$ cat config.mk
export PLATFORM = sky130hd
export DESIGN_NAME = wvs_div
export DESIGN_NICKNAME = d
export VERILOG_FILES = /design/src/hw/rtl/welford_vec3_stats_with_histogram_defines.svh /design/src/hw/rtl/wvs_pkg.sv /design/src/hw/rtl/wvs_div.sv
export SDC_FILE = /design/constraint.sdc
export NUM_CORES = 1
export LEC_CHECK = 0
export ABC_CLOCK_PERIOD_IN_PS = 8200
export CORE_UTILIZATION = 50
export DETAILED_ROUTE_END_ITERATION = 6
export DONT_BUFFER_PORTS = 1
export GPL_TIMING_DRIVEN = 0
export PLACE_DENSITY_LB_ADDON = 0.15
export REMOVE_ABC_BUFFERS = 1
export SYNTH_ARGS = -nofsm -noshare
export SYNTH_HDL_FRONTEND = slang
export SYNTH_SLANG_ARGS = --single-unit
export TNS_END_PERCENT = 5
$ cat constraint.sdc
create_clock -name clk -period 8.2 [get_ports clk]
set_clock_uncertainty 0.15 [all_clocks]
set_input_delay 1.23 -clock clk [delete_from_list [all_inputs] [get_ports clk]]
set_output_delay 1.23 -clock clk [all_outputs]
set_load 0.01 [all_outputs]
$ cat src/hw/rtl/welford_vec3_stats_with_histogram_defines.svh
// assertion macros for the welford statistics rtl
// no dependencies
`ifndef WELFORD_VEC3_STATS_WITH_HISTOGRAM_DEFINES_SVH
`define WELFORD_VEC3_STATS_WITH_HISTOGRAM_DEFINES_SVH

// implication checked on every clock edge outside reset
`define WVS_ASSERT_IMPL(label, clk, rst_n, ante, cons, msg) \
  label: assert property (@(posedge clk) disable iff (!rst_n) (ante) |-> (cons)) \
    else $error(msg);

// next-cycle implication checked outside reset
`define WVS_ASSERT_NEXT(label, clk, rst_n, ante, cons, msg) \
  label: assert property (@(posedge clk) disable iff (!rst_n) (ante) |=> (cons)) \
    else $error(msg);

`endif

$ cat src/hw/rtl/wvs_pkg.sv
// types and constants for the welford statistics block
// no dependencies
package wvs_pkg;
  localparam int unsigned SAMPLE_W = 32;
  localparam int unsigned ACC_W    = 64;
  localparam int unsigned OUT_W    = 63;
  localparam int unsigned BIN_W    = 32;
  localparam int unsigned IN_TDATA_W  = 112;
  localparam int unsigned OUT_TDATA_W = 352;

  typedef enum logic [3:0] {
    ST_IDLE, ST_CLEAR, ST_READ, ST_MEAN_DIV, ST_MEAN_UPD, ST_MUL,
    ST_ACC, ST_VAR_DIV, ST_VAR_SAT, ST_WRITE, ST_OUT
  } wvs_state_t;
endpackage

$ cat src/hw/rtl/wvs_div.sv
// restoring divider, one quotient bit per cycle, DW-bit dividend (64 by default)
// depends on wvs_pkg
module wvs_div
  import wvs_pkg::*;
#(
  parameter int unsigned DW = 64
) (
  input  logic          clk,
  input  logic          rst_n,
  input  logic          start,
  input  logic [DW-1:0] dividend,
  input  logic [DW-1:0] divisor,
  output logic          done,
  output logic [DW-1:0] quotient
);
  localparam int unsigned CW = $clog2(DW + 1);

  logic [DW-1:0] q_r, q_nxt;
  logic [DW:0]   rem_r, rem_nxt;
  logic [DW-1:0] d_r, d_nxt;
  logic [CW-1:0] cnt_r, cnt_nxt;
  logic          busy_r, busy_nxt;
  logic          done_r, done_nxt;
  logic [DW:0]   trial;
  logic [DW:0]   diff;

  always_comb begin
    q_nxt    = q_r;
    rem_nxt  = rem_r;
    d_nxt    = d_r;
    cnt_nxt  = cnt_r;
    busy_nxt = busy_r;
    done_nxt = 1'b0;
    trial    = {rem_r[DW-1:0], q_r[DW-1]};
    diff     = trial - {1'b0, d_r};
    if (start) begin
      q_nxt    = dividend;
      rem_nxt  = '0;
      d_nxt    = divisor;
      cnt_nxt  = CW'(DW);
      busy_nxt = 1'b1;
    end else if (busy_r) begin
      if (!diff[DW]) begin
        rem_nxt = diff;
        q_nxt   = {q_r[DW-2:0], 1'b1};
      end else begin
        rem_nxt = trial;
        q_nxt   = {q_r[DW-2:0], 1'b0};
      end
      cnt_nxt = cnt_r - 1'b1;
      if (cnt_r == CW'(1)) begin
        busy_nxt = 1'b0;
        done_nxt = 1'b1;
      end
    end
  end

  always_ff @(posedge clk) begin
    if (!rst_n) begin
      busy_r <= 1'b0;
      done_r <= 1'b0;
      cnt_r  <= '0;
    end else begin
      busy_r <= busy_nxt;
      done_r <= done_nxt;
      cnt_r  <= cnt_nxt;
    end
    q_r   <= q_nxt;
    rem_r <= rem_nxt;
    d_r   <= d_nxt;
  end

  assign done     = done_r;
  assign quotient = q_r;
endmodule

==> results of run 1 <==
final cells by class:
cell class	count	share of cell area [%]
Multi-Input combinational cell	839	46.92
Sequential cell	201	41.32
Clock buffer	31	4.791
Tap cell	319	3.106
Inverter	92	2.688
Timing Repair Buffer	3	0.5843
Clock inverter	11	0.5745
Antenna cell	1	0.01948
through the flow:
stage          util (%)  hold slack [ps]  worst slack, ps  cells
2_1_floorplan         -            317.0             2725   1132
3_3_place_gp      51.29            333.6            137.7   1451
3_5_place_dp      51.64            340.2             3713   1454
4_1_cts           54.57            349.6             3668   1496
5_1_grt           54.58            368.3             3436   1497
6_report          54.58            345.7             3775   1497
cells by family after synthesis:
family | after synthesis
AO/OA/AOI/OAI | 307
XOR/XNOR | 61
adder cells (fa/ha/maj) | 67
buffers and inverters | 152
flip-flops | 201
multiplexers | 110
AND/OR/NAND/NOR | 294
routing by layer:
layer,vias to the layer above,part of all wire (%),track usage (%)
li1,4316,-,-
met2,235,46,35.68
met1,4001,45,28.09
met5,-,0.15,0
met4,6,2.1,5.229
met3,35,6.6,5.479
how the worst min path moves through the flow:
stage | to | slack [ps] | cells after the start | start
floorplan | rem_r[48] | 320 | 2 | rem_r[47]
global placement | cnt_r[1] | 330 | 2 | cnt_r[1]
detailed placement | rem_r[62] | 340 | 2 | rem_r[61]
CTS | rem_r[9] | 350 | 2 | rem_r[9]
global route | rem_r[1] | 370 | 2 | rem_r[1]
finish | rem_r[62] | 350 | 2 | rem_r[61]
power breakdown:
| group | internal [mW] | total [mW] | leakage (nW) | switching (mW) |
|---|---|---|---|---|
| logic | 0.269 | 0.627 | 2.87 | 0.358 |
| clock network | 0.532 | 0.943 | 0.342 | 0.410 |
| registers | 1.18 | 1.26 | 1.87 | 0.0817 |
| total | 1.98 | 2.83 | 5.09 | 0.850 |
worst reg2reg max path: stages, from the launching register on:
cell and delay, ps:
edfxtp_1 490, inv_1 80, ha_1 230, fa_1 410, nor2b_1 170, o31ai_1 110
a31oi_1 270, a31o_2 290, o21ai_4 120, o2111ai_2 240, a21o_2 240, and2_4 840
nand4_1 300, a311oi_1 380
registers in the layout (all words and copies together), names as in the netlist:
signal    cells
d_r          64
quotient     64
rem_r        64
busy_r        1
done          1
cnt_r         7
cell usage in the layout (no fill, tap or decap), drive strengths merged, types with 14 or more instances in the layout:
cell type | synthesis | layout
a211oi | 62 | 62
a21o | 28 | 28
a21oi | 84 | 84
clkbuf | 41 | 31
dfxtp | 73 | 73
edfxtp | 128 | 128
ha | 66 | 66
inv | 90 | 92
mux2 | 63 | 63
mux2i | 47 | 47
nand2 | 75 | 75
nand3 | 19 | 19
nand4 | 21 | 21
nor2 | 109 | 109
nor3 | 21 | 21
o21a | 15 | 15
o21ai | 44 | 44
o21bai | 14 | 14
xnor2 | 39 | 39
xor2 | 22 | 22
==> results by group, run 1 <==
Floorplan
  – Die footprint: 24650 um2
  – Num rows: 56
  – Chip height: ~160 um
  – Die width: 157 um
  – Initial Util: 51.03%
  – # IOs: between 150 and 200
  – Core ar.: approximately 24000 um2

Run status
  – Status: finished clean

GRT
  – Global route overflow: 0
  – Largest net degree at the start of global routing: around 190
  – Global Route Usage Sum: 21.57%
  – First-pass GRT wire length: approximately 43000 um
  – Initial antenna violation count: 5
  – Number of global-route vias before repair: just over 8000

Critical path
  – Critical Path Sink Type: register
  – RR Endpoint: rem_r[52]
  – Worst path arrival time: roughly 4700 ps
  – Register-to-Register Setup Slack: 3770 ps
  – CP cell instances: inv_1 > ha_1 > fa_1 > nor2b_1 > o31ai_1 > a31oi_1 > a31o_2 > o21ai_4 > o2111ai_2 > a21o_2 > and2_4 > nand4_1 > a311oi_1
  – CP Data Required Time: 8460 ps
  – Worst Setup EP: rem_r[52]
  – Crit start category: register
  – Reg2Reg Launch Point: quotient[63]
  – Buf+Inv Stages, Crit Path: 1
  – Cell family with most CP delay: compound AO/OA/AOI/OAI gates
  – Reg2reg path depth: 13
  – Slowest-stage cell, CP: and2_4
  – Crit path from: quotient[63]
  – Crit path kind: register to register
  – CP Depth: 13
  – Slowest stage delay, CP: around 840 ps
  – CP max FO: 63

Routing
  – DR WL/cell: between 15 and 20 um
  – DR DRC count: 0
  – Via density: ~5.7
  – Routed WL: ~27000 um
  – Initial DRC Count: 500
  – Vias: between 8000 and 9000
  – DRT Pass-1 Iters: 7
  – Post-DRT Antenna Nets: 0

Yosys
  – Yosys reg bits: between 200 and 250
  – Compound-Gate Fraction of Synth Area: 17.47%
  – Most common library cells after synthesis: edfxtp_1 (128), nor2_1 (109), inv_1 (90)
  – Post-synthesis cell count: 1192
  – Largest area contributor in the netlist: edfxtp_1
  – Largest family of logic cells by synthesized area: compound AO/OA/AOI/OAI gates
  – YS warnings: 0
  – Synth area leaders: edfxtp_1 (32%), dfxtp_1 (12%), ha_1 (6.9%)
  – Post-synthesis mux area share: 9.822%
  – Post-synthesis simple-gate area fraction: between 10% and 20%
  – Post-synth ARST share: 0%
  – Sequential area share after synthesis: between 40% and 50%
  – Synth cell types: 71
  – Cell with the most instances after synthesis: edfxtp_1
  – Synth top area share: 32.00%
  – Adder-cell share of the synthesized area: 7.041%
  – Synth Cell Area: between 10000 and 15000 um2
  – Main synth FF type: edfxtp_1
  – Post-synth EDFFs: about 130
  – Syn avg cell area: roughly 10 um2
  – Xor/xnor share of the synthesized area: approximately 4.4%

Finish
  – Area taken by flip-flops and latches: between 5000 and 6000 um2
  – Nets@finish: 1358
  – Fill cells: between 2000 and 2500
  – Share of post-route cells with drive strength above 1: approximately 10%
  – Multi-input logic area: 6028 um2
  – Finished layout cell area: between 10000 and 15000 um2
  – Growth of design area from synthesis to finish: 6.958%

Placed design
  – HPWL after detailed placement: approximately 19000 um
  – # port buffers: 0
  – Post-DP Area: between 10000 and 15000 um2
  – Gp weighted congestion: roughly 0.88

Clock network
  – Clock Latency Late Sink: 520 ps
  – Root Buffer: clkbuf_16
  – CTS resizes: 0
  – CTS tree: built
  – Worst-path clk slew: ~60 ps
  – Sink Count: between 200 and 250
  – Clk buf depth: 3
  – Clock buffer count from CTS: 23
  – H-tree Lvls: 1
  – Setup bufs post-CTS: 0
  – # hold bufs at CTS: 0

Pwr
  – Worst VDD drop: ~0.00017 V
  – Power Total: 2.834 mW
  – LEAKAGE: around 5.1 nW
  – Power per cell area: 220.5 nW/um2

Timing
  – Least-Margin Pin Slew: 1058 ps
  – Minimum clock period: between 4000 and 5000 ps
  – Max Transition Viols Final: 0
  – Fin Setup TNS: 0 ps
  – Fmax: ~0.23 GHz
  – Unrepaired setup endpoints after global routing: no
  – Period Utilization, post-route: roughly 54%
  – # setup viols final: 0
  – Fin. Hold Viols: 0
  – Rel. slew slack: between 20% and 30%

Run
  – Max Cap Viol: 0

Hold path
  – Hold WC Path Type: register to register
Power figures use the tool's default switching activity.
==> inputs of run 2 (changes only) <==
--- a/config.mk
+++ b/config.mk
@@ -5,7 +5,7 @@
 export SDC_FILE = /design/constraint.sdc
 export NUM_CORES = 1
 export LEC_CHECK = 0
-export ABC_CLOCK_PERIOD_IN_PS = 8200
+export ABC_CLOCK_PERIOD_IN_PS = 4650
 export CORE_UTILIZATION = 50
 export DETAILED_ROUTE_END_ITERATION = 6
 export DONT_BUFFER_PORTS = 1
==> constraint.sdc (replaced) <==
create_clock -name clk -period 4.65 [get_ports clk]
set_clock_uncertainty 0.15 [all_clocks]
set_input_delay 0.6975 -clock clk [delete_from_list [all_inputs] [get_ports clk]]
set_output_delay 0.6975 -clock clk [all_outputs]
set_load 0.01 [all_outputs]
==> results by group, run 2 (same netlist as run 1, synthesis figures left out) <==
Run status
  – Status: finished clean

GRT
  – Initial antenna violation count: 5
  – Number of global-route vias before repair: between 8000 and 9000
  – Global route overflow: 0
  – Largest net degree at the start of global routing: ~190
  – First-pass GRT wire length: ~43000 um
  – Global Route Usage Sum: a little over a fifth

Timing
  – Rel. slew slack: around a third
  – Fin Setup TNS: 0 ps
  – Least-Margin Pin Slew: 992.0 ps
  – Fmax: approximately 0.24 GHz
  – Max Transition Viols Final: 0
  – Fin. Hold Viols: 0
  – Minimum clock period: about 4200 ps
  – # setup viols final: 0
  – Unrepaired setup endpoints after global routing: no
  – Worst setup margin: 454.3 ps
  – Period Utilization, post-route: 90.23%
  – Final hold slack: 116.4 ps

Floorplan
  – Num rows: between 50 and 60
  – Core ar.: around 24000 um2
  – Die footprint: approximately 25000 um2
  – Initial Util: 51.03%
  – Die width: roughly 160 um
  – # IOs: approximately 200
  – Chip height: about 160 um

Hold path
  – Hold WC Path Type: input pin to register
  – Hold Crit Start: divisor[14]

Routing
  – Initial DRC Count: around 500
  – Highest metal used: met5
  – Routed metal-1 wirelength: between 10000 and 15000 um
  – DR WL/cell: 18.32 um
  – Via density: about 5.7
  – Post-DRT Antenna Nets: 0
  – Vias: around 8600
  – DR DRC count: 0
  – Met3 WL: around 1800 um
  – Routed WL: ~27000 um
  – DRT Pass-1 Iters: 4
  – Met2 Wirelength: roughly 13000 um

Pwr
  – Worst VDD drop: 0.0003060 V
  – LEAKAGE: 5.092 nW
  – Power per cell area: around 390 nW/um2
  – Power Total: 5.004 mW

Finish
  – Most common cell after layout, fill and taps aside: edfxtp_1
  – Growth of design area from synthesis to finish: 7.020%
  – Post-Layout Cell Count: roughly 1500
  – Most frequent cells in the layout: edfxtp_1 (128), nor2_1 (109), inv_1 (90)
  – Fin util: a little over half
  – Finished layout cell area: between 10000 and 15000 um2
  – Nets@finish: roughly 1400
  – Share of post-route cells with drive strength above 1: roughly 10%

Critical path
  – CP Data Required Time: slightly below 5000 ps
  – Crit path kind: register to register
  – Crit path from: quotient[63]
  – Crit start category: register
  – CP max FO: 31
  – Register-to-Register Setup Slack: roughly 450 ps
  – Critical Path Sink Type: register
  – Worst path arrival time: 4470 ps
  – Reg2Reg Launch Point: quotient[63]

Clock network
  – Setup bufs post-CTS: 0
  – Worst-path clk slew: ~60 ps
  – Clk buf depth: 3
  – Sink Count: 201
  – Clock buffer count from CTS: 23
  – CTS tree: built
  – Root Buffer: clkbuf_16
  – H-tree Lvls: 1
  – Clock Latency Late Sink: roughly 520 ps

Placed design
  – Gp weighted congestion: approximately 0.88
  – Cell count after placement: 1454
  – # port buffers: 0
  – Dpl ws: 163.4 ps
  – HPWL after detailed placement: between 15000 and 20000 um
  – Post-DP Area: 12160 um2

Run
  – Max Cap Viol: 0
## run 2: final cells by class
class | count | area [um2]
clock inverter | 11 | 73.82
timing repair buffer | 3 | 75.07
multi-input combinational | 840 | 6036
tap | 319 | 399.1
fill | 2158 | 10690
clock buffer | 31 | 615.6
antenna | 1 | 2.502
inverter | 92 | 345.3
sequential | 201 | 5309
## run 2: routing by layer
layer  up-vias  GRT usage (%)
met2       236          35.68
met1      3992          28.09
met3        35          5.479
met4         6          5.229
met5         -              0
li1       4320              -
## run 2: worst paths after layout
check                    to  depth (start not counted)
setup reg to reg   rem_r[3]                         13
hold / removal      d_r[14]                          0
hold reg to reg   rem_r[62]                          2
setup / recovery   rem_r[3]                         13
## run 2: repair_timing
item,CTS,global route
gates resized for setup,0,0
hold buffers,0,0
endpoints found under the hold margin,0,0
setup endpoints to repair,0,3
## run 2: worst max-delay path, stage by stage (launching register included)
cell and delay [ps]:
edfxtp_1 480, inv_1 70, ha_1 230, fa_1 410
nor2b_1 180, o31ai_1 110, a31oi_1 270, a31o_2 290
o21ai_4 120, o2111ai_2 240, a21o_2 240, and2_2 830
mux2i_1 190, a211oi_1 270
## run 2: power by group
group	switching (mW)	internal (mW)
logic	0.636	0.474
registers	0.144	2.08
clock network	0.725	0.938
